[config.mk]
export PLATFORM = sky130hd
export DESIGN_NAME = acrd_cell
export DESIGN_NICKNAME = d
export VERILOG_FILES = /design/src/hdl/acrd_pkg.sv /design/src/hdl/acrd_cell.sv
export SDC_FILE = /design/constraint.sdc
export NUM_CORES = 1
export LEC_CHECK = 0
export BUFFER_PORTS_ARGS = -buffer_cell sky130_fd_sc_hd__buf_2
export CAP_MARGIN = 30
export CORE_ASPECT_RATIO = 1.2
export CORE_MARGIN = 5
export CORE_UTILIZATION = 56
export DETAILED_ROUTE_END_ITERATION = 12
export PLACE_DENSITY_LB_ADDON = 0.12
export SLEW_MARGIN = 20
export SYNTH_ARGS = -nofsm -noshare
export SYNTH_HDL_FRONTEND = slang
export SYNTH_SLANG_ARGS = --single-unit
[constraint.sdc]
create_clock -name clock -period 13.8 [get_ports clock]
set_clock_uncertainty 0.15 [all_clocks]
set_input_delay 1.38 -clock clock [delete_from_list [all_inputs] [get_ports clock]]
set_output_delay 1.38 -clock clock [all_outputs]
set_load 0.05 [all_outputs]
[src/hdl/acrd_pkg.sv]
// ----------------------------------------------------------------------------
// Audio clock rate detector package
// Widths, register indexes, record types and the rate table that the
// detector modules share.
// ----------------------------------------------------------------------------
`timescale 1ns / 1ps

package acrd_pkg;

   localparam int COUNT_BITS   = 16;
   localparam int SCALE_W      = 17;
   localparam int TOL_W        = 9;
   localparam int RATE_W       = COUNT_BITS + SCALE_W;
   localparam int MILLI_W      = RATE_W + 10;
   localparam int LIM_W        = MILLI_W + 1;
   localparam int BASE_W       = 24;
   localparam int TF_W         = TOL_W + BASE_W;
   localparam int TYPE_W       = 4;
   localparam int TABLE_SLOTS  = 32;
   localparam int IDX_W        = $clog2(TABLE_SLOTS);
   localparam int RATE_ENTRIES = 13;
   localparam int DSD_FIRST    = 10;
   localparam int CSR_DATA_W   = 32;
   localparam int CSR_ADDR_W   = 4;
   localparam int REG_SEL_W    = 2;

   localparam logic [REG_SEL_W-1:0] REG_TOLERANCE   = 2'd0;
   localparam logic [REG_SEL_W-1:0] REG_FRAME_SCALE = 2'd1;
   localparam logic [REG_SEL_W-1:0] REG_BIT_SCALE   = 2'd2;

   localparam logic [TOL_W-1:0]   TOLERANCE_RESET   = TOL_W'(40);
   localparam logic [SCALE_W-1:0] FRAME_SCALE_RESET = SCALE_W'(1000);
   localparam logic [SCALE_W-1:0] BIT_SCALE_RESET   = SCALE_W'(10000);

   localparam logic [TYPE_W-1:0]  TYPE_UNKNOWN = TYPE_W'(RATE_ENTRIES);
   localparam logic [LIM_W-1:0]   MILLI_ONE    = LIM_W'(1000);

   typedef struct packed {
      logic [TOL_W-1:0]   tolerance;
      logic [SCALE_W-1:0] frame_scale;
      logic [SCALE_W-1:0] bit_scale;
   } acrd_cfg_type;

   typedef struct packed {
      logic take;
      logic frame_pulse;
      logic bit_pulse;
      logic gate_end;
   } acrd_tick_type;

   typedef struct packed {
      logic               valid;
      logic [MILLI_W-1:0] frame_milli;
      logic [MILLI_W-1:0] bit_milli;
      logic [RATE_W-1:0]  frame_rate;
      logic [RATE_W-1:0]  bit_rate;
      logic               pair_hit;
      logic [IDX_W-1:0]   pair_idx;
      logic               dsd_hit;
      logic [IDX_W-1:0]   dsd_idx;
   } acrd_token_type;

   function automatic logic [BASE_W-1:0] rate_base(input logic [IDX_W-1:0] idx);
      logic [BASE_W-1:0] f;
      case (idx)
         5'd0: begin
            f = BASE_W'(32000);
         end
         5'd1: begin
            f = BASE_W'(44100);
         end
         5'd2: begin
            f = BASE_W'(48000);
         end
         5'd3: begin
            f = BASE_W'(88200);
         end
         5'd4: begin
            f = BASE_W'(96000);
         end
         5'd5: begin
            f = BASE_W'(176400);
         end
         5'd6: begin
            f = BASE_W'(192000);
         end
         5'd7: begin
            f = BASE_W'(352800);
         end
         5'd8: begin
            f = BASE_W'(384000);
         end
         5'd9: begin
            f = BASE_W'(705600);
         end
         5'd10: begin
            f = BASE_W'(2822400);
         end
         5'd11: begin
            f = BASE_W'(5644800);
         end
         5'd12: begin
            f = BASE_W'(11289600);
         end
         default: begin
            f = '0;
         end
      endcase
      return f;
   endfunction

   // Multiplies by 1000 as 1024 - 16 - 8.
   function automatic logic [MILLI_W-1:0] to_milli(input logic [RATE_W-1:0] x);
      logic [MILLI_W-1:0] m;
      m = MILLI_W'(x);
      return (m << 10) - (m << 4) - (m << 3);
   endfunction

endpackage

[src/hdl/acrd_cell.sv]
// ----------------------------------------------------------------------------
// Audio clock rate detector cell
// One rate table entry: checks the passing window against its frame rate,
// its bit rate and, for DSD entries, the bit rate alone.
// ----------------------------------------------------------------------------
`timescale 1ns / 1ps

module acrd_cell (
   input  logic                         clock,
   input  logic                         reset,
   input  logic [acrd_pkg::IDX_W-1:0]   cell_index,
   input  logic [acrd_pkg::TOL_W-1:0]   tolerance,
   input  acrd_pkg::acrd_token_type     tok_prev,
   output acrd_pkg::acrd_token_type     tok_next
);
   import acrd_pkg::*;

   logic [BASE_W-1:0]  base;
   logic [MILLI_W-1:0] center_frame;
   logic [MILLI_W-1:0] center_bit;
   logic [TF_W-1:0]    span_ff;
   logic [TF_W-1:0]    span_in;
   logic [LIM_W-1:0]   limit_frame;
   logic [LIM_W-1:0]   limit_bit;
   logic               hit_frame;
   logic               hit_bit_pair;
   logic               hit_bit_dsd;
   logic               dsd_cell;
   acrd_token_type     tok_ff;
   acrd_token_type     tok_in;

   // A rate x lies strictly inside c +- floor(c*t/1000) exactly when
   // 1000*|x - c| + 1000 <= c*t.
   function automatic logic near(input logic [MILLI_W-1:0] x,
                                 input logic [MILLI_W-1:0] c,
                                 input logic [LIM_W-1:0]   lim);
      logic [MILLI_W-1:0] delta;
      delta = (x >= c) ? (x - c) : (c - x);
      return (LIM_W'(delta) + MILLI_ONE) <= lim;
   endfunction

   assign base         = rate_base(cell_index);
   assign center_frame = to_milli(RATE_W'(base));
   assign center_bit   = to_milli(RATE_W'({base, 6'b0}));
   assign span_in      = TF_W'(tolerance) * TF_W'(base);
   assign limit_frame  = LIM_W'(span_ff);
   assign limit_bit    = LIM_W'({span_ff, 6'b0});
   assign dsd_cell     = (cell_index >= IDX_W'(DSD_FIRST));

   assign hit_frame    = near(tok_prev.frame_milli, center_frame, limit_frame);
   assign hit_bit_pair = near(tok_prev.bit_milli, center_bit, limit_bit);
   assign hit_bit_dsd  = near(tok_prev.bit_milli, center_frame, limit_frame);

   always_comb begin
      tok_in = tok_prev;
      if (!tok_prev.pair_hit && hit_frame && hit_bit_pair) begin
         tok_in.pair_hit = 1'b1;
         tok_in.pair_idx = cell_index;
      end
      if (dsd_cell && !tok_prev.dsd_hit && hit_bit_dsd) begin
         tok_in.dsd_hit = 1'b1;
         tok_in.dsd_idx = cell_index;
      end
   end

   always_ff @(posedge clock) begin
      if (reset) begin
         tok_ff.valid <= 1'b0;
      end else begin
         tok_ff <= tok_in;
      end
   end

   always_ff @(posedge clock) begin
      span_ff <= span_in;
   end

   assign tok_next = tok_ff;

   a_pair_order: assert property (@(posedge clock) disable iff (reset)
      (tok_ff.valid && tok_ff.pair_hit) |-> (tok_ff.pair_idx <= cell_index))
      else $error("pair match index lies past this cell");

   a_dsd_range: assert property (@(posedge clock) disable iff (reset)
      (tok_ff.valid && tok_ff.dsd_hit) |-> (tok_ff.dsd_idx >= IDX_W'(DSD_FIRST)))
      else $error("second pass matched a non-DSD entry");

   a_step: assert property (@(posedge clock) disable iff (reset)
      tok_prev.valid |=> tok_ff.valid)
      else $error("window dropped inside the chain");

endmodule

==> results.cfg <==
[die]
dieArea_um2 = 62500
start_util_pct = 56.5
die_w_um = 229
die_height_um = 273
core_area_um2 = 57100
ioPinCount = 346
row_count = 96

[place]
place_area_um2 = 37300
numPortBuffers = 345
place_hpwl_um = 104000
dp.cells = 5277
place.gp.congestion = 1.06
pre_cts_ws_ns = -0.412

[sta]
layout_min_cycle_time_ns = 13.06
finalSetupViolations = 0
max_freq_mhz = 76.6
timing.slew.headroom_pct = 36.0
fin_crit_sh_pct = 94.6
worstMarginPinSlew_ns = 0.953
maxSlewViolCount = 0
layout_setup_ws_ns = 0.741
finalHoldViolCount = 0

[power_and_ir_drop]
powerDensity_nw_per_um2 = 228
vdd_drop_max_mv = 0.148
p_total_w = 0.00872
p_leak_nw = 18.2

[cts]
clock_latency_ns = 0.51
numCtsBuffers = 17
ctsHoldBuffers = 0
clk_pin_slew_ns = 0.10
clk_path_buf_depth = 2
cts_max_level = 4
cts_num_sinks = 196
cts-root-buf = clkbuf_16
cts_tree = yes

[logic_synthesis]
synth_area_um2 = 32200
synth_top_cell_by_area = edfxtp_1
ys_warn_count = 0
synth-async-reset-ratio_pct = 0
ys.flop_type = edfxtp_1
syn_nets = 4674
synth-seq-cells = 196
synth-edff-count = 164
yosysUniqueCellTypes = 122
ys_seq_area_share_pct = 17.3
synthTopCellsByArea = edfxtp_1, ha_1, fa_1
syn_area_per_cell_um2 = 8.12
synthesis.instances = 3970
yosys.area.top_type_share_pct = 15.3

[detailed_routing]
dr.pass1.iters = 6
post_drt_wl_per_cell_um = 23.3
via_per_inst = 6.23
wl_um = 124000
route.detailed.drc = 0
detail-route-antenna-nets = 0
first_iter_violations = 3293
route.vias.total = 33100

[global_routing]
grt.total_usage_pct = 37.9
antenna_found_initial = 2
grt_pass1_wl_um = 185000
grt_pass1_vias = 32600
grt_max_degree = 98
grt_overflow = 0

[setup_path]
cp_max_fo = 21
slowest_delay_ns = 0.58
critPathBufInv = 15
crit_required_ns = 13.92
cp-start-kind = primary input
cp_common_cell = buf_4
cp_top_family = simple AND/OR/NAND/NOR gates
rrSetupSlack_ns = 9.42
critPathArrivalTime_ns = 13.18
critPathKind = in2reg
critPathSlowestCell = nor4_2
cp-end-kind = register

[run]
max-cap-violations = 0

[finish]
drive_gt1_share_pct = 20.9
n_fill_cell = 4974
diodes = 0
final_cells = 5316
nets = 5272
finish.utilization_pct = 67.0
area_delta_synth_final_pct = 18.7
fin_area_um2 = 38200

[hold_path]
hold_path_class = in2reg

[outcome]
status = finished, final reports clean
## worst reg2reg max path: stages (launching register included)
cell and delay [ns]:
dfxtp_1 0.31, inv_1 0.22, ha_1 0.30, a21o_1 0.19, a21o_1 0.17, a21oi_1 0.14
nor2b_1 0.06, o21ai_0 0.15, nand2b_1 0.10, a21oi_1 0.16, nor2b_1 0.06, o21ai_0 0.20
o211ai_1 0.16, a221o_1 0.34, a21o_1 0.17, a21o_1 0.17, a21oi_1 0.14, o211ai_1 0.12
nor3_1 0.21, nand4_1 0.15, buf_6 0.21, mux2_2 0.28
## per-stage QoR
stage | hold slack, ns | setup TNS [ns]
5_1_grt | 0.881 | -0.241
3_3_place_gp | 1.41 | -2.01
6_report | 0.894 | 0
4_1_cts | 0.879 | 0
3_5_place_dp | 1.41 | -2.09
2_1_floorplan | 0.993 | 0
## final timing paths
path | from | endpoint | cells past startpoint
max | cell_index[0] | tok_next[1] | 58
min | tok_prev[35] | tok_next[35] | 1
max reg2reg | span_ff[7] | tok_next[10] | 21
min reg2reg | span_ff[32] | tok_next[7] | 8
## state kept, by name, indices dropped and copies added, names as in the netlist
name / cells
span_ff: 31
tok_next: 165
## placed cells by master, fill, tap and decap left out, drive strengths merged, types with 51 or more instances in the layout
master and n:
nor2 263, o21ai 205, fa 144, ha 379, xor2 68, nand2 321
xnor2 173, buf 776, nand4 51, nand2b 67, a21oi 287, nor3 95
a21o 148, and2 125, nand3 102, and3 60, nor2b 69, edfxtp 164
inv 371
## final cells by class
| class | count | area, um2 | area share [%] |
|---|---|---|---|
| inverters | 359 | 1350 | 3.54 |
| clock buffers | 17 | 425 | 1.11 |
| clock inverters | 15 | 240 | 0.628 |
| flip-flops and latches | 196 | 5570 | 14.6 |
| multi-input cells | 3218 | 24700 | 64.6 |
| repair buffers | 776 | 5040 | 13.2 |
| well taps | 735 | 920 | 2.40 |
## metal layers
metal / track usage, % / part of all wire [%] / vias up
li1: - / - / 15300
met1: 44.1 / 37 / 15800
met2: 66.0 / 48 / 1606
met3: 5.54 / 7.4 / 398
met4: 23.3 / 7.0 / 4
met5: 0 / 0.022 / -
## power breakdown
group	switching (W)	internal [W]	total (W)
clock network	0.000326	0.000263	0.000589
registers	0.0000152	0.000709	0.000724
logic	0.00431	0.00310	0.00741
total	0.00465	0.00408	0.00872
## cell usage after synthesis, drive strengths merged (68+ instances only)
cell type / instances
ha: 379
inv: 359
nand2: 321
a21oi: 287
nor2: 263
o21ai: 205
xnor2: 173
edfxtp: 164
clkbuf: 156
a21o: 148
fa: 144
and2: 125
nand3: 102
nor3: 95
nor2b: 69
xor2: 68
## cell families after synthesis
family / Yosys count / share of synthesized area (%)
compound gates: 1071 / 22.3
xor+xnor: 241 / 6.55
fa+ha+maj: 523 / 23.7
buf+inv: 556 / 6.77
flops: 196 / 17.3
mux: 65 / 2.20
simple gates: 1318 / 21.3
## what timing repair did
action,in CTS,in global routing
resized for setup,0,46
buffers inserted,0,7
endpoints found under the setup margin,0,12
(Power assumes the default switching activity.)
