===== config.mk =====
export PLATFORM = sky130hd
export DESIGN_NAME = acrd_front
export DESIGN_NICKNAME = d
export VERILOG_FILES = /design/src/hdl/acrd_pkg.sv /design/src/hdl/acrd_front.sv
export SDC_FILE = /design/constraint.sdc
export NUM_CORES = 2
export LEC_CHECK = 0
export ABC_AREA = 1
export BUFFER_PORTS_ARGS = -buffer_cell sky130_fd_sc_hd__clkbuf_2
export CAP_MARGIN = 20
export CORE_MARGIN = 8
export CORE_UTILIZATION = 40
export DETAILED_ROUTE_END_ITERATION = 8
export GPL_ROUTABILITY_DRIVEN = 0
export PLACE_DENSITY_LB_ADDON = 0.1
export REMOVE_ABC_BUFFERS = 1
export SYNTH_ARGS = -nofsm -noshare
export SYNTH_HDL_FRONTEND = slang
export SYNTH_SLANG_ARGS = --single-unit

===== constraint.sdc =====
create_clock -name clock -period 17.7 [get_ports clock]
set_clock_uncertainty 0.05 [all_clocks]
set_input_delay 1.77 -clock clock [delete_from_list [all_inputs] [get_ports clock]]
set_output_delay 1.77 -clock clock [all_outputs]
set_load 0.02 [all_outputs]

===== src/hdl/acrd_pkg.sv =====
// ----------------------------------------------------------------------------
// Audio clock rate detector package
// Widths, register indexes, record types and the rate table that the
// detector modules share.
// ----------------------------------------------------------------------------
`timescale 1ns / 1ps

package acrd_pkg;

   localparam int COUNT_BITS   = 16;
   localparam int SCALE_W      = 17;
   localparam int TOL_W        = 9;
   localparam int RATE_W       = COUNT_BITS + SCALE_W;
   localparam int MILLI_W      = RATE_W + 10;
   localparam int LIM_W        = MILLI_W + 1;
   localparam int BASE_W       = 24;
   localparam int TF_W         = TOL_W + BASE_W;
   localparam int TYPE_W       = 4;
   localparam int TABLE_SLOTS  = 32;
   localparam int IDX_W        = $clog2(TABLE_SLOTS);
   localparam int RATE_ENTRIES = 13;
   localparam int DSD_FIRST    = 10;
   localparam int CSR_DATA_W   = 32;
   localparam int CSR_ADDR_W   = 4;
   localparam int REG_SEL_W    = 2;

   localparam logic [REG_SEL_W-1:0] REG_TOLERANCE   = 2'd0;
   localparam logic [REG_SEL_W-1:0] REG_FRAME_SCALE = 2'd1;
   localparam logic [REG_SEL_W-1:0] REG_BIT_SCALE   = 2'd2;

   localparam logic [TOL_W-1:0]   TOLERANCE_RESET   = TOL_W'(40);
   localparam logic [SCALE_W-1:0] FRAME_SCALE_RESET = SCALE_W'(1000);
   localparam logic [SCALE_W-1:0] BIT_SCALE_RESET   = SCALE_W'(10000);

   localparam logic [TYPE_W-1:0]  TYPE_UNKNOWN = TYPE_W'(RATE_ENTRIES);
   localparam logic [LIM_W-1:0]   MILLI_ONE    = LIM_W'(1000);

   typedef struct packed {
      logic [TOL_W-1:0]   tolerance;
      logic [SCALE_W-1:0] frame_scale;
      logic [SCALE_W-1:0] bit_scale;
   } acrd_cfg_type;

   typedef struct packed {
      logic take;
      logic frame_pulse;
      logic bit_pulse;
      logic gate_end;
   } acrd_tick_type;

   typedef struct packed {
      logic               valid;
      logic [MILLI_W-1:0] frame_milli;
      logic [MILLI_W-1:0] bit_milli;
      logic [RATE_W-1:0]  frame_rate;
      logic [RATE_W-1:0]  bit_rate;
      logic               pair_hit;
      logic [IDX_W-1:0]   pair_idx;
      logic               dsd_hit;
      logic [IDX_W-1:0]   dsd_idx;
   } acrd_token_type;

   function automatic logic [BASE_W-1:0] rate_base(input logic [IDX_W-1:0] idx);
      logic [BASE_W-1:0] f;
      case (idx)
         5'd0: begin
            f = BASE_W'(32000);
         end
         5'd1: begin
            f = BASE_W'(44100);
         end
         5'd2: begin
            f = BASE_W'(48000);
         end
         5'd3: begin
            f = BASE_W'(88200);
         end
         5'd4: begin
            f = BASE_W'(96000);
         end
         5'd5: begin
            f = BASE_W'(176400);
         end
         5'd6: begin
            f = BASE_W'(192000);
         end
         5'd7: begin
            f = BASE_W'(352800);
         end
         5'd8: begin
            f = BASE_W'(384000);
         end
         5'd9: begin
            f = BASE_W'(705600);
         end
         5'd10: begin
            f = BASE_W'(2822400);
         end
         5'd11: begin
            f = BASE_W'(5644800);
         end
         5'd12: begin
            f = BASE_W'(11289600);
         end
         default: begin
            f = '0;
         end
      endcase
      return f;
   endfunction

   // Multiplies by 1000 as 1024 - 16 - 8.
   function automatic logic [MILLI_W-1:0] to_milli(input logic [RATE_W-1:0] x);
      logic [MILLI_W-1:0] m;
      m = MILLI_W'(x);
      return (m << 10) - (m << 4) - (m << 3);
   endfunction

endpackage


===== src/hdl/acrd_front.sv =====
// ----------------------------------------------------------------------------
// Audio clock rate detector front end
// Saturating pulse counters, gate-end capture, scaling to hertz and to
// thousandths of hertz for the classification chain.
// ----------------------------------------------------------------------------
`timescale 1ns / 1ps

module acrd_front (
   input  logic                     clock,
   input  logic                     reset,
   input  acrd_pkg::acrd_tick_type  tick,
   input  acrd_pkg::acrd_cfg_type   cfg,
   output acrd_pkg::acrd_token_type tok_out
);
   import acrd_pkg::*;

   localparam logic [COUNT_BITS-1:0] COUNT_MAX = {COUNT_BITS{1'b1}};

   logic [COUNT_BITS-1:0] frame_cnt_ff;
   logic [COUNT_BITS-1:0] frame_cnt_in;
   logic [COUNT_BITS-1:0] bit_cnt_ff;
   logic [COUNT_BITS-1:0] bit_cnt_in;
   logic [COUNT_BITS-1:0] frame_next;
   logic [COUNT_BITS-1:0] bit_next;
   logic                  snap_valid_ff;
   logic                  snap_valid_in;
   logic [COUNT_BITS-1:0] snap_frame_ff;
   logic [COUNT_BITS-1:0] snap_bit_ff;
   logic                  prod_valid_ff;
   logic [RATE_W-1:0]     prod_frame_ff;
   logic [RATE_W-1:0]     prod_bit_ff;
   acrd_token_type        tok_ff;
   acrd_token_type        tok_in;

   assign frame_next = (tick.frame_pulse && (frame_cnt_ff != COUNT_MAX)) ?
                       frame_cnt_ff + 1'b1 : frame_cnt_ff;
   assign bit_next   = (tick.bit_pulse && (bit_cnt_ff != COUNT_MAX)) ?
                       bit_cnt_ff + 1'b1 : bit_cnt_ff;

   always_comb begin
      frame_cnt_in  = frame_cnt_ff;
      bit_cnt_in    = bit_cnt_ff;
      snap_valid_in = 1'b0;
      if (tick.take) begin
         if (tick.gate_end) begin
            frame_cnt_in  = '0;
            bit_cnt_in    = '0;
            snap_valid_in = 1'b1;
         end else begin
            frame_cnt_in = frame_next;
            bit_cnt_in   = bit_next;
         end
      end
   end

   always_comb begin
      tok_in.valid       = prod_valid_ff;
      tok_in.frame_milli = to_milli(prod_frame_ff);
      tok_in.bit_milli   = to_milli(prod_bit_ff);
      tok_in.frame_rate  = prod_frame_ff;
      tok_in.bit_rate    = prod_bit_ff;
      tok_in.pair_hit    = 1'b0;
      tok_in.pair_idx    = '0;
      tok_in.dsd_hit     = 1'b0;
      tok_in.dsd_idx     = '0;
   end

   always_ff @(posedge clock) begin
      if (reset) begin
         frame_cnt_ff  <= '0;
         bit_cnt_ff    <= '0;
         snap_valid_ff <= 1'b0;
         prod_valid_ff <= 1'b0;
         tok_ff.valid  <= 1'b0;
      end else begin
         frame_cnt_ff  <= frame_cnt_in;
         bit_cnt_ff    <= bit_cnt_in;
         snap_valid_ff <= snap_valid_in;
         prod_valid_ff <= snap_valid_ff;
         tok_ff        <= tok_in;
      end
   end

   always_ff @(posedge clock) begin
      if (snap_valid_in) begin
         snap_frame_ff <= frame_next;
         snap_bit_ff   <= bit_next;
      end
      prod_frame_ff <= RATE_W'(snap_frame_ff) * RATE_W'(cfg.frame_scale);
      prod_bit_ff   <= RATE_W'(snap_bit_ff) * RATE_W'(cfg.bit_scale);
   end

   assign tok_out = tok_ff;

   a_frame_saturates: assert property (@(posedge clock) disable iff (reset)
      (tick.take && !tick.gate_end && (frame_cnt_ff == COUNT_MAX))
      |=> (frame_cnt_ff == COUNT_MAX))
      else $error("frame counter wrapped");

   a_gate_clears: assert property (@(posedge clock) disable iff (reset)
      (tick.take && tick.gate_end) |=> (frame_cnt_ff == '0) && (bit_cnt_ff == '0)
         && snap_valid_ff)
      else $error("gate end did not capture and clear the counters");

   a_product_follows: assert property (@(posedge clock) disable iff (reset)
      snap_valid_ff |=> prod_valid_ff ##1 tok_ff.valid)
      else $error("captured window lost before the chain");

endmodule


==> qor.txt <==
Post-synth EDFFs: 176
Relative slew slack: 32.72%
Area share of the largest cell type after synthesis: 25.81%
Critical Path RT: 18.12 ns
Syn. warnings: 0
RSZ-0062 raised after global routing: false
Setup Viol. Count Final: 0
# hold bufs at CTS: 0
CTS sink count: 277
# H-tree levels: 2
Drt total wl: 96.86 mm
CP arrival: 6.96 ns
Status: finished clean
Critical path's largest stage delay: 0.55 ns
DP Wirelength: 80.63 mm
All-layer global routing usage: 19.82%
Total number of vias: 28778
Worst-skew pair later-pin latency: 0.58 ns
Worst path most repeated cell: fa_1
Crit. End Element: register
Post-synthesis average cell area: 7.433 sq um
Met1 Resource Use GR: 28.01%
CP delay by family, top: adder cells
Area of the core: 0.09001 sq mm
Tightest Pin Transition: 1.009 ns
MaxCap Viol Count: 0
CTS tree: built
Final TNS setup: 0 ns
Synth async-reset ratio: 0%
# port buffers: 186
Synth cell count leaders: nand2_1, inv_1, fa_1
Grt ovf: 0
Cell variety after synth: 40
Register bit total from synthesis: 277
Max Clock Freq: 0.1529 GHz
Die Y: 317.3 um
Most used routing layer: met2
Synth area leaders: fa_1, nand2_1, edfxtp_1
Clock root buffer master: clkbuf_16
Cell Chain, Critical Path: clkbuf_2 -> nand2_1 -> fa_1 -> fa_1 -> inv_1 -> fa_1 -> fa_1 -> fa_1 -> inv_1 -> fa_1 -> inv_1 -> ha_1 -> nand2_1 -> nor2_1 -> inv_1 -> nor2_1 -> nand4_1 -> nand3_1 -> nand2_1 -> inv_1 -> nor2_1
Top-count cell post-synth: nand2_1
# IOs: 214
Number of core rows: 110
Final hold violations: 0
Reg clk slew, reported paths: 0.05 ns
Syn Std Cell Area: 0.03630 sq mm
Worst setup SP type: input port
Routed length per instance: 15.71 um
Share of cells above drive strength 1: 5.734%
Crit path kind: input port to register
# nets final: 5782
DIE AREA: 0.1007 sq mm
Final slew viol count: 0
Met3 GRT Util: 2.235%
Initial DRC Count: 1614
Fill cells: 9434
CP max stage cell: fa_1
Min Tclk post-route: 6.542 ns
Dominant synthesized flop cell: edfxtp_1
DRC violations left: 0
Hold Crit Class: register to register
Vias per cell: 4.669
Synth area leader: fa_1
Period Utilization, post-route: 36.96%
Initial antenna violation count: 0
Post-CTS Resized: 0
Pin count of the biggest net entering global routing: 83
Final ANT Viol Nets: 0
Die Wd: 317.3 um
Synth-to-Final Area Change: 8.630%
Post-CTS setup buffers: 0
Mapped Cells: 4884
Initial Utilization: 40.33%
First-pass GRT wire length: 159.5 mm
Antenna Cells: 0
CP Max Fanout: 16
Total CTS buffers: 35
GRT met2 Usage: 32.53%
Vias in the first global route: 29947
CTS Buffer Depth: 3
CP bufs+invs: 6
Pre-Repair DR Iteration Count: 7
Post-synthesis sequential area ratio: 20.13%
[area by class of cell]
class	instances	area (sq um)	area share [%]
clock buffer	39	910.9	2.310
clock inverter	25	441.7	1.120
inverter	1267	4763	12.08
multi-input combinational	3189	23570	59.78
sequential	277	7307	18.53
tap	1176	1471	3.731
timing repair buffer	191	968.4	2.456
[registers in the layout, indices dropped and copies added (netlist names)]
name and cells:
snap_frame_ff 16, prod_bit_ff 33, tok_out 145, prod_frame_ff 33, bit_cnt_ff 16, snap_valid_ff 1
prod_valid_ff 1, frame_cnt_ff 16, snap_bit_ff 16
[cell families (layout without fill, tap and decap cells)]
family,count (synthesis),after routing,synth area share (%)
flops,277,277,20.13
xor+xnor,94,94,2.268
fa+ha+maj,772,772,36.29
compound gates,220,220,3.212
simple gates,2085,2085,22.98
buf+inv,1435,1522,15.12
other cells,1,18,0.01033
[routing by layer]
layer	part of all wire, %	up-vias
li1	-	14460
met1	49	13648
met2	45	551
met3	4.4	119
met4	2.4	0
met5	0	-
[layout by cell type (no fill, tap or decap), types with 3 or more instances in the layout]
cell type | netlist | routed
a31oi_1 | 5 | 5
xnor2_1 | 15 | 15
clkinv_4 | 0 | 5
nand2_2 | 13 | 13
and2_1 | 18 | 18
nor2_2 | 4 | 5
nand3_1 | 165 | 165
buf_4 | 22 | 5
edfxtp_1 | 176 | 176
a21o_1 | 6 | 6
inv_1 | 1264 | 1263
clkinv_2 | 0 | 3
dfxtp_1 | 101 | 101
clkbuf_2 | 0 | 186
a21oi_1 | 140 | 140
ha_1 | 304 | 304
fa_1 | 468 | 468
nor2_1 | 229 | 228
xor2_1 | 79 | 79
or2_2 | 3 | 3
inv_6 | 0 | 3
o21bai_1 | 7 | 7
bufinv_16 | 0 | 10
nand2_1 | 1565 | 1565
o21ai_0 | 51 | 51
nor3_1 | 38 | 38
nand4_1 | 42 | 42
clkbuf_16 | 0 | 35
conb_1 | 1 | 18
o21a_1 | 4 | 4
[stage by stage]
step	instances	hold WS (ns)	worst slack (ns)	util (%)	area (sq um)
floorplan	4733	0.3383	11.49	-	35640
global placement	6100	0.3393	10.53	42.31	38080
detailed placement	6100	0.3468	10.54	42.31	38080
CTS	6164	0.3587	11.16	43.81	39440
global route	6164	0.3731	10.76	43.81	39440
finish	6164	0.3578	11.16	43.81	39440
[path summary, 6_finish.rpt]
kind,from,to,slack (ns),cells past startpoint
worst max register to register,snap_frame_ff[2],prod_frame_ff[20],11.86,20
worst min register to register,snap_valid_ff,prod_valid_ff,0.36,2
worst min-delay path,snap_valid_ff,prod_valid_ff,0.36,2
worst max-delay path,cfg[29],prod_frame_ff[20],11.16,21
[worst min-delay path: cells and delay by family, from the launching register on]
kind / cells / cell delay [ns]
flops: 1 / 0.29
buf+inv: 1 / 0.04
simple gates: 1 / 0.03
Power is left out: the tool's default activity adds up to more than one toggle a clock period on the data nets, which glitch-free logic cannot reach.
