### config.mk
export PLATFORM = sky130hd
export DESIGN_NAME = acrd_csr
export DESIGN_NICKNAME = d
export VERILOG_FILES = /design/src/hdl/acrd_pkg.sv /design/src/hdl/acrd_csr.sv
export SDC_FILE = /design/constraint.sdc
export NUM_CORES = 1
export LEC_CHECK = 0
export ABC_AREA = 1
export BUFFER_PORTS_ARGS = -buffer_cell sky130_fd_sc_hd__buf_2
export CORE_UTILIZATION = 40
export DETAILED_ROUTE_END_ITERATION = 7
export PLACE_DENSITY_LB_ADDON = 0.12
export SYNTH_ARGS = -nofsm -noshare
export SYNTH_HDL_FRONTEND = slang
export SYNTH_SLANG_ARGS = --single-unit
### constraint.sdc
create_clock -name clock -period 0.8 [get_ports clock]
set_input_delay 0.12 -clock clock [delete_from_list [all_inputs] [get_ports clock]]
set_output_delay 0.12 -clock clock [all_outputs]
set_load 0.1 [all_outputs]
### src/hdl/acrd_pkg.sv
// ----------------------------------------------------------------------------
// Audio clock rate detector package
// Widths, register indexes, record types and the rate table that the
// detector modules share.
// ----------------------------------------------------------------------------
`timescale 1ns / 1ps

package acrd_pkg;

   localparam int COUNT_BITS   = 16;
   localparam int SCALE_W      = 17;
   localparam int TOL_W        = 9;
   localparam int RATE_W       = COUNT_BITS + SCALE_W;
   localparam int MILLI_W      = RATE_W + 10;
   localparam int LIM_W        = MILLI_W + 1;
   localparam int BASE_W       = 24;
   localparam int TF_W         = TOL_W + BASE_W;
   localparam int TYPE_W       = 4;
   localparam int TABLE_SLOTS  = 32;
   localparam int IDX_W        = $clog2(TABLE_SLOTS);
   localparam int RATE_ENTRIES = 13;
   localparam int DSD_FIRST    = 10;
   localparam int CSR_DATA_W   = 32;
   localparam int CSR_ADDR_W   = 4;
   localparam int REG_SEL_W    = 2;

   localparam logic [REG_SEL_W-1:0] REG_TOLERANCE   = 2'd0;
   localparam logic [REG_SEL_W-1:0] REG_FRAME_SCALE = 2'd1;
   localparam logic [REG_SEL_W-1:0] REG_BIT_SCALE   = 2'd2;

   localparam logic [TOL_W-1:0]   TOLERANCE_RESET   = TOL_W'(40);
   localparam logic [SCALE_W-1:0] FRAME_SCALE_RESET = SCALE_W'(1000);
   localparam logic [SCALE_W-1:0] BIT_SCALE_RESET   = SCALE_W'(10000);

   localparam logic [TYPE_W-1:0]  TYPE_UNKNOWN = TYPE_W'(RATE_ENTRIES);
   localparam logic [LIM_W-1:0]   MILLI_ONE    = LIM_W'(1000);

   typedef struct packed {
      logic [TOL_W-1:0]   tolerance;
      logic [SCALE_W-1:0] frame_scale;
      logic [SCALE_W-1:0] bit_scale;
   } acrd_cfg_type;

   typedef struct packed {
      logic take;
      logic frame_pulse;
      logic bit_pulse;
      logic gate_end;
   } acrd_tick_type;

   typedef struct packed {
      logic               valid;
      logic [MILLI_W-1:0] frame_milli;
      logic [MILLI_W-1:0] bit_milli;
      logic [RATE_W-1:0]  frame_rate;
      logic [RATE_W-1:0]  bit_rate;
      logic               pair_hit;
      logic [IDX_W-1:0]   pair_idx;
      logic               dsd_hit;
      logic [IDX_W-1:0]   dsd_idx;
   } acrd_token_type;

   function automatic logic [BASE_W-1:0] rate_base(input logic [IDX_W-1:0] idx);
      logic [BASE_W-1:0] f;
      case (idx)
         5'd0: begin
            f = BASE_W'(32000);
         end
         5'd1: begin
            f = BASE_W'(44100);
         end
         5'd2: begin
            f = BASE_W'(48000);
         end
         5'd3: begin
            f = BASE_W'(88200);
         end
         5'd4: begin
            f = BASE_W'(96000);
         end
         5'd5: begin
            f = BASE_W'(176400);
         end
         5'd6: begin
            f = BASE_W'(192000);
         end
         5'd7: begin
            f = BASE_W'(352800);
         end
         5'd8: begin
            f = BASE_W'(384000);
         end
         5'd9: begin
            f = BASE_W'(705600);
         end
         5'd10: begin
            f = BASE_W'(2822400);
         end
         5'd11: begin
            f = BASE_W'(5644800);
         end
         5'd12: begin
            f = BASE_W'(11289600);
         end
         default: begin
            f = '0;
         end
      endcase
      return f;
   endfunction

   // Multiplies by 1000 as 1024 - 16 - 8.
   function automatic logic [MILLI_W-1:0] to_milli(input logic [RATE_W-1:0] x);
      logic [MILLI_W-1:0] m;
      m = MILLI_W'(x);
      return (m << 10) - (m << 4) - (m << 3);
   endfunction

endpackage

### src/hdl/acrd_csr.sv
// ----------------------------------------------------------------------------
// Audio clock rate detector registers
// APB-style register file for the tolerance and the two scale factors.
// ----------------------------------------------------------------------------
`timescale 1ns / 1ps

module acrd_csr (
   input  logic                               clock,
   input  logic                               reset,
   input  logic                               csr_psel,
   input  logic                               csr_penable,
   input  logic                               csr_pwrite,
   input  logic [acrd_pkg::CSR_ADDR_W-1:0]    csr_paddr,
   input  logic [acrd_pkg::CSR_DATA_W-1:0]    csr_pwdata,
   output logic [acrd_pkg::CSR_DATA_W-1:0]    csr_prdata,
   output logic                               csr_pready,
   output acrd_pkg::acrd_cfg_type             cfg
);
   import acrd_pkg::*;

   logic [TOL_W-1:0]     tolerance_ff;
   logic [TOL_W-1:0]     tolerance_in;
   logic [SCALE_W-1:0]   frame_scale_ff;
   logic [SCALE_W-1:0]   frame_scale_in;
   logic [SCALE_W-1:0]   bit_scale_ff;
   logic [SCALE_W-1:0]   bit_scale_in;
   logic [REG_SEL_W-1:0] reg_sel;
   logic                 write_en;

   assign reg_sel    = csr_paddr[REG_SEL_W+1:2];
   assign write_en   = csr_psel && csr_penable && csr_pwrite;
   assign csr_pready = 1'b1;

   always_comb begin
      tolerance_in   = tolerance_ff;
      frame_scale_in = frame_scale_ff;
      bit_scale_in   = bit_scale_ff;
      if (write_en) begin
         case (reg_sel)
            REG_TOLERANCE: begin
               tolerance_in = csr_pwdata[TOL_W-1:0];
            end
            REG_FRAME_SCALE: begin
               frame_scale_in = csr_pwdata[SCALE_W-1:0];
            end
            REG_BIT_SCALE: begin
               bit_scale_in = csr_pwdata[SCALE_W-1:0];
            end
            default: begin
            end
         endcase
      end
   end

   always_comb begin
      case (reg_sel)
         REG_TOLERANCE: begin
            csr_prdata = CSR_DATA_W'(tolerance_ff);
         end
         REG_FRAME_SCALE: begin
            csr_prdata = CSR_DATA_W'(frame_scale_ff);
         end
         REG_BIT_SCALE: begin
            csr_prdata = CSR_DATA_W'(bit_scale_ff);
         end
         default: begin
            csr_prdata = '0;
         end
      endcase
   end

   always_ff @(posedge clock) begin
      if (reset) begin
         tolerance_ff   <= TOLERANCE_RESET;
         frame_scale_ff <= FRAME_SCALE_RESET;
         bit_scale_ff   <= BIT_SCALE_RESET;
      end else begin
         tolerance_ff   <= tolerance_in;
         frame_scale_ff <= frame_scale_in;
         bit_scale_ff   <= bit_scale_in;
      end
   end

   assign cfg.tolerance   = tolerance_ff;
   assign cfg.frame_scale = frame_scale_ff;
   assign cfg.bit_scale   = bit_scale_ff;

endmodule

==> flow_summary.yaml, run 1 <==
floorplan:
  std_cell_rows: 26
  initial_utilization_pct: 42.0
  die_height_um: 75.4
  io-pin-count: 117
  die_w_um: 75.4
yosys:
  seq_total_area_yosys_pct: 39.9
  number_of_library_cell_types_mapped_by_synthesis: 16
  synth_seq_cells: 43
  syn-cell-area_mm2: 0.00216
  syn-mean-instance-area_um2: 6.52
  yosysWarningCount: 0
  post_synth_inst_count: 331
clocking:
  clock_path_buffers: 2
  holdBufCountCts: 0
  post_cts.repair.setup_buffers: 23
  cts_resized: 62
  clock_sink_count: 43
  htree_levels: 2
  cts_made_buffers: 5
  root_buffer: "clkbuf_8"
place:
  port-buffer-count: 83
  finalWeightedCongestion: 0.781
  numPlacedInstances: 509
  dp.final_hpwl_um: 5940
  dpl_cell_area_mm2: 0.00442
run_status:
  outcome.stop_stage: "clock tree synthesis"
  flow.first_error: "[ERROR DPL-0033] detailed placement checks failed during check placement."
  outcome: "aborted with a tool error"
-- kinds of logic after synthesis --
family	after synthesis	share of synthesized area (%)
simple gates	234	46.0
flops	43	39.9
other cells	2	0.348
buf+inv	52	13.7
-- per-stage QoR --
| step | utilization (%) | hold slack (ns) | worst slack, ns |
|---|---|---|---|
| after detailed placement | 86.0 | 0.357 | -0.377 |
| after global placement | 86.0 | 0.347 | -0.316 |
| after floorplan | - | 0.245 | -0.221 |
-- synthesized netlist by cell type --
cell	count	share of area [%]
nand2_1	110	19
nor2_1	60	10
nand3_1	52	12
dfxtp_1	43	40
buf_4	19	6.6
inv_1	16	2.8
buf_2	6	1.4
clkbuf_1	4	0.70
nand2_2	4	1.2
nor2_2	4	1.2
buf_6	3	1.6
inv_2	3	0.52
nor2_4	3	1.6
conb_1	2	0.35
clkinv_1	1	0.17
nand3_2	1	0.46
==> run 2, diff against run 1 <==
- CORE_UTILIZATION: 40 -> 34
- PLACE_DENSITY_LB_ADDON: 0.12 -> 0.15
- clock period: 0.8 -> 1 ns (I/O delays scaled with it)
==> run 2 against run 1 <==
  * The flow now finishes, with violations (negative setup slack)
  * Synthesized cell count did not move
  * Area after synthesis did not move
==> flow_summary.yaml, run 2 <==
run_status:
  outcome: "finished, violations left"
  violated_checks: "negative setup slack"
grt:
  grt_max_degree: 44
  wire_length_of_the_first_global_routing_pass_um: 11300
  antenna_violations_before_repair: 0
  track_usage_pct: 22.8
  via_count_of_the_first_global_routing_pass: 2312
  overflow: 0
timing:
  fin_worst_skew_ns: 0
  share_of_the_clock_period_used_by_the_worst_path_after_layout_pct: 118
  max_clock_freq_ghz: 0.850
  final-setup-viol-count: 42
  fin_ws_ns: -0.177
  worst_hold_slack_ns: 0.0817
  setup_tns_ns: -3.01
  finalWorstPathRequiredPeriod_ns: 1.18
  maxSlewViolCount: 0
  hold_viol_final: 0
  setup_repair_after_global_routing_missed_its_margin: "true"
pwr:
  cellLeakagePower_nw: 2.35
  pwr_density_cell_mw_per_mm2: 953
  vdd.ir_drop.worst_uv: 732
routing:
  avgRoutedWirePerCell_um: 13.9
  final_wirelength_um: 7330
  starting_drt_drc_count: 122
  drt_first_pass_iters: 4
  vias_per_cell: 4.74
  via_total_after_detailed_routing: 2494
  drtAntennaViolNets: 0
  drcViolationCount: 0
yosys:
  synth_seq_cells: 43
  synth_commonest_cells: "nand2_1, nor2_1, nand3_1"
  ys_async_sr_fraction_pct: 0
  synth_most_common_cell: "nand2_1"
  synth.top_cells.by_area: "dfxtp_1, nand2_1, nand3_1"
  number_of_library_cell_types_mapped_by_synthesis: 16
  seq_total_area_yosys_pct: 39.9
  syn-mean-instance-area_um2: 6.52
  post_synth_inst_count: 331
  synth_flop_cell: "dfxtp_1"
  yosysWarningCount: 0
  synth.top_cell.area_share_pct: 39.9
  synth_enable_flop_cells: 0
  yosys.area.top_type: "dfxtp_1"
  syn-cell-area_mm2: 0.00216
clocking:
  root_buffer: "clkbuf_8"
  tritoncts: "done"
  clock_path_buffers: 2
  clock_pin_slew_on_the_worst_setup_and_hold_paths_ns: 0.07
  clock_sink_count: 43
  cts_made_buffers: 5
  htree_levels: 2
  clock_insertion_delay_worst_skew_ns: 0.29
floorplan:
  die_w_um: 81.7
  die_height_um: 81.7
  coreArea_mm2: 0.00603
  fp.dieArea_mm2: 0.00667
  io-pin-count: 117
  std_cell_rows: 28
  initial_utilization_pct: 35.8
finish:
  postLayoutCoreUtil_pct: 79.0
  final_common_cell: "buf_12"
  mostFrequentLayoutCells: "buf_12, nor2_1, nand2_1"
  largest_registers: "bit_scale_ff: 17 flops, frame_scale_ff: 17 flops, tolerance_ff: 9 flops"
  final_net_count: 493
  area_delta_synth_final_pct: 121
  num_antenna_cells: 0
  drive_gt1_share_pct: 56.5
critical_path:
  end_kind: "primary output"
  data_arrival_time_of_the_worst_path_ns: 1.03
  worst-setup-path-type: "in2out"
  critPathMaxFanout: 6
  timing.critical_path.required_ns: 0.85
  start_kind: "input pin"
worst_hold_path:
  min_path_type: "in2reg"
place:
  port-buffer-count: 83
  dp.final_hpwl_um: 4930
  dpl_worst_slack_ns: -0.227
  finalWeightedCongestion: 0.752
flow_run:
  maxCapViolCount: 0
-- run 2: where the power goes --
group / internal [mW] / leakage (nW) / switching (mW) / total [mW]
clock: 0.466 / 0.0371 / 0.554 / 1.02
combinational: 0.612 / 1.95 / 1.18 / 1.79
sequential: 1.66 / 0.371 / 0.0661 / 1.73
total: 2.74 / 2.35 / 1.80 / 4.54
-- run 2: path summary, 6_finish.rpt --
path | slack, ns | startpoint | to | cells after the start
max | -0.18 | csr_paddr[3] | csr_prdata[3] | 8
min | 0.08 | csr_pwdata[6] | frame_scale_ff[6] | 3
max reg2reg | 0.30 | tolerance_ff[0] | tolerance_ff[0] | 3
min reg2reg | 0.50 | frame_scale_ff[5] | frame_scale_ff[5] | 2
-- run 2: kinds of logic after synthesis --
| group | after synthesis | share of synthesized area, % |
|---|---|---|
| other cells | 2 | 0.348 |
| buf+inv | 52 | 13.7 |
| flops | 43 | 39.9 |
| simple gates | 234 | 46.0 |
-- run 2: stage by stage --
| stage | total power, mW | instance area (µm²) | cells |
|---|---|---|---|
| 3_5_place_dp | 3.39 | 4280 | 496 |
| 3_3_place_gp | 3.37 | 4280 | 496 |
| 2_1_floorplan | 2.91 | 2810 | 345 |
| 6_report | 4.54 | 4760 | 526 |
| 4_1_cts | 4.51 | 4640 | 521 |
| 5_1_grt | 4.72 | 4760 | 526 |
-- run 2: layout make-up --
type / count / area, µm²
inverters: 20 / 77.6
repair buffers: 132 / 1910
clock buffers: 6 / 72.6
flip-flops and latches: 43 / 1020
well taps: 75 / 93.8
fillers: 365 / 1260
multi-input cells: 250 / 1590
-- run 2: metal layers --
layer,up-vias,global-route usage (%),share of wire [%]
li1,1227,-,-
met1,1171,26.9,39
met2,86,40.9,54
met3,10,3.78,5.0
met4,0,8.60,1.5
met5,-,0,0
-- run 2: what timing repair did --
action	in CTS	in global routing
buffers inserted	17	6
gates cloned	2	0
gates resized for setup	23	21
endpoints found under the setup margin	33	64
hold buffers	0	0
pin swaps	11	13
-- run 2: worst max-delay path, cell delays in order --
cell and delay, ns:
buf_8 0.11, buf_6 0.11, nor2_4 0.09, buf_12 0.13, buf_8 0.13, nand2_4 0.05, nand3_4 0.08, buf_12 0.17
Note: power is estimated with default switching activity, not from simulation.
==> run 3, diff against run 2 <==
- CORE_UTILIZATION: 34 -> 37
- SKIP_LAST_GASP: default -> 1
==> run 3 against run 2 <==
  * The run still ends with negative setup slack left
  * Worst setup slack gained 0.015 ns
  * Non-clock buffer count grew 12
  * Critical path depth shrank 1
  * Maximum frequency grew 1.3%
  * Sequential share of layout area shrank 0.65 points
  * Critical path type unchanged
  * Critical endpoint is now csr_prdata[0]
==> flow_summary.yaml, run 3 (synthesis gave the netlist of run 2 again) <==
run_status:
  outcome: "finished, violations left"
  violated_checks: "negative setup slack"
critical_path:
  worst-setup-path-type: "in2out"
  end_kind: "primary output"
  timing.critical_path.required_ns: 0.85
  critPathMaxFanout: 8
  start_kind: "input pin"
  data_arrival_time_of_the_worst_path_ns: 1.01
finish:
  num_antenna_cells: 0
  area_delta_synth_final_pct: 128
  layout.cells.non_filler: 537
  mostFrequentLayoutCells: "buf_12, nor2_1, nand2_1"
  largest_registers: "bit_scale_ff: 17 flops, frame_scale_ff: 17 flops, tolerance_ff: 9 flops"
  final_common_cell: "buf_12"
  final_net_count: 505
  post-route-cell-area_mm2: 0.00491
  drive_gt1_share_pct: 58.1
place:
  dp.final_hpwl_um: 5170
  dpl_worst_slack_ns: -0.231
  finalWeightedCongestion: 0.765
  dpl_cell_area_mm2: 0.00429
  port-buffer-count: 83
  numPlacedInstances: 489
timing:
  maxSlewViolCount: 0
  finalWorstPathRequiredPeriod_ns: 1.16
  max_clock_freq_ghz: 0.861
  setup_tns_ns: -4.78
  share_of_the_clock_period_used_by_the_worst_path_after_layout_pct: 116
  final-setup-viol-count: 58
  fin_ws_ns: -0.162
  hold_viol_final: 0
  fin_worst_skew_ns: 0
  setup_repair_after_global_routing_missed_its_margin: "true"
floorplan:
  die_w_um: 78.4
  io-pin-count: 117
  initial_utilization_pct: 38.7
  std_cell_rows: 27
  coreArea_mm2: 0.00557
  fp.dieArea_mm2: 0.00614
  die_height_um: 78.4
grt:
  track_usage_pct: 25.9
  antenna_violations_before_repair: 0
  wire_length_of_the_first_global_routing_pass_um: 12400
  grt_max_degree: 44
  via_count_of_the_first_global_routing_pass: 2572
  overflow: 0
routing:
  starting_drt_drc_count: 149
  final_wirelength_um: 8330
  drtAntennaViolNets: 0
  drt_first_pass_iters: 5
  avgRoutedWirePerCell_um: 15.5
  drcViolationCount: 0
  vias_per_cell: 4.99
  via_total_after_detailed_routing: 2682
clocking:
  root_buffer: "clkbuf_8"
  clock_pin_slew_on_the_worst_setup_and_hold_paths_ns: 0.08
  tritoncts: "done"
  clock_insertion_delay_worst_skew_ns: 0.29
  htree_levels: 2
  cts_made_buffers: 5
  clock_sink_count: 43
  holdBufCountCts: 0
  clock_path_buffers: 2
pwr:
  vdd.ir_drop.worst_uv: 796
  pwr_density_cell_mw_per_mm2: 940
  cellLeakagePower_nw: 2.43
flow_run:
  maxCapViolCount: 0
worst_hold_path:
  min_path_type: "in2reg"
-- run 3: critical path: stages --
cell and delay [ns]:
buf_12 0.12, buf_12 0.12, nor2_4 0.16, buf_12 0.17, nand2_4 0.06, nand3_4 0.07, buf_12 0.17
-- run 3: layout make-up --
class                   instances  area, µm²
repair buffers                144       2070
multi-input cells             250       1560
flip-flops and latches         43       1020
fillers                       254        663
well taps                      72       90.1
inverters                      20       82.6
clock buffers                   5       68.8
clock inverters                 3       15.0
-- run 3: metal layers --
metal	share of wire, %	track usage [%]	vias up
met5	0	0	-
met4	2.3	7.59	0
met3	6.2	6.74	20
met2	55	49.7	114
met1	36	27.5	1295
li1	-	-	1253
-- run 3: path summary, 6_finish.rpt --
kind	start	to	slack [ns]	cells after the start
min reg2reg	frame_scale_ff[3]	frame_scale_ff[3]	0.50	2
min	csr_pwdata[4]	bit_scale_ff[4]	0.08	3
max reg2reg	tolerance_ff[7]	tolerance_ff[7]	0.10	4
max	csr_paddr[3]	csr_prdata[0]	-0.16	7
-- run 3: what timing repair did --
action,4_1_cts,5_1_grt
gates resized for setup,24,34
cloned,2,0
pin swaps,11,15
buffers inserted,20,22
endpoints found under the setup margin,44,66
-- run 3: stage by stage --
stage | hold WS [ns] | total power, mW | utilization [%]
6_report | 0.0815 | 4.62 | 88.1
5_1_grt | 0.0830 | 4.76 | 88.1
4_1_cts | 0.0792 | 4.56 | 84.2
3_5_place_dp | 0.383 | 3.42 | 77.0
3_3_place_gp | 0.378 | 3.39 | 77.0
2_1_floorplan | 0.275 | 2.91 | -
-- run 3: where the power goes --
part	leakage [nW]	switching (mW)	internal (mW)
Clock	0.0477	0.613	0.479
Combinational	2.01	1.20	0.600
Sequential	0.371	0.0574	1.66
Total	2.43	1.88	2.74
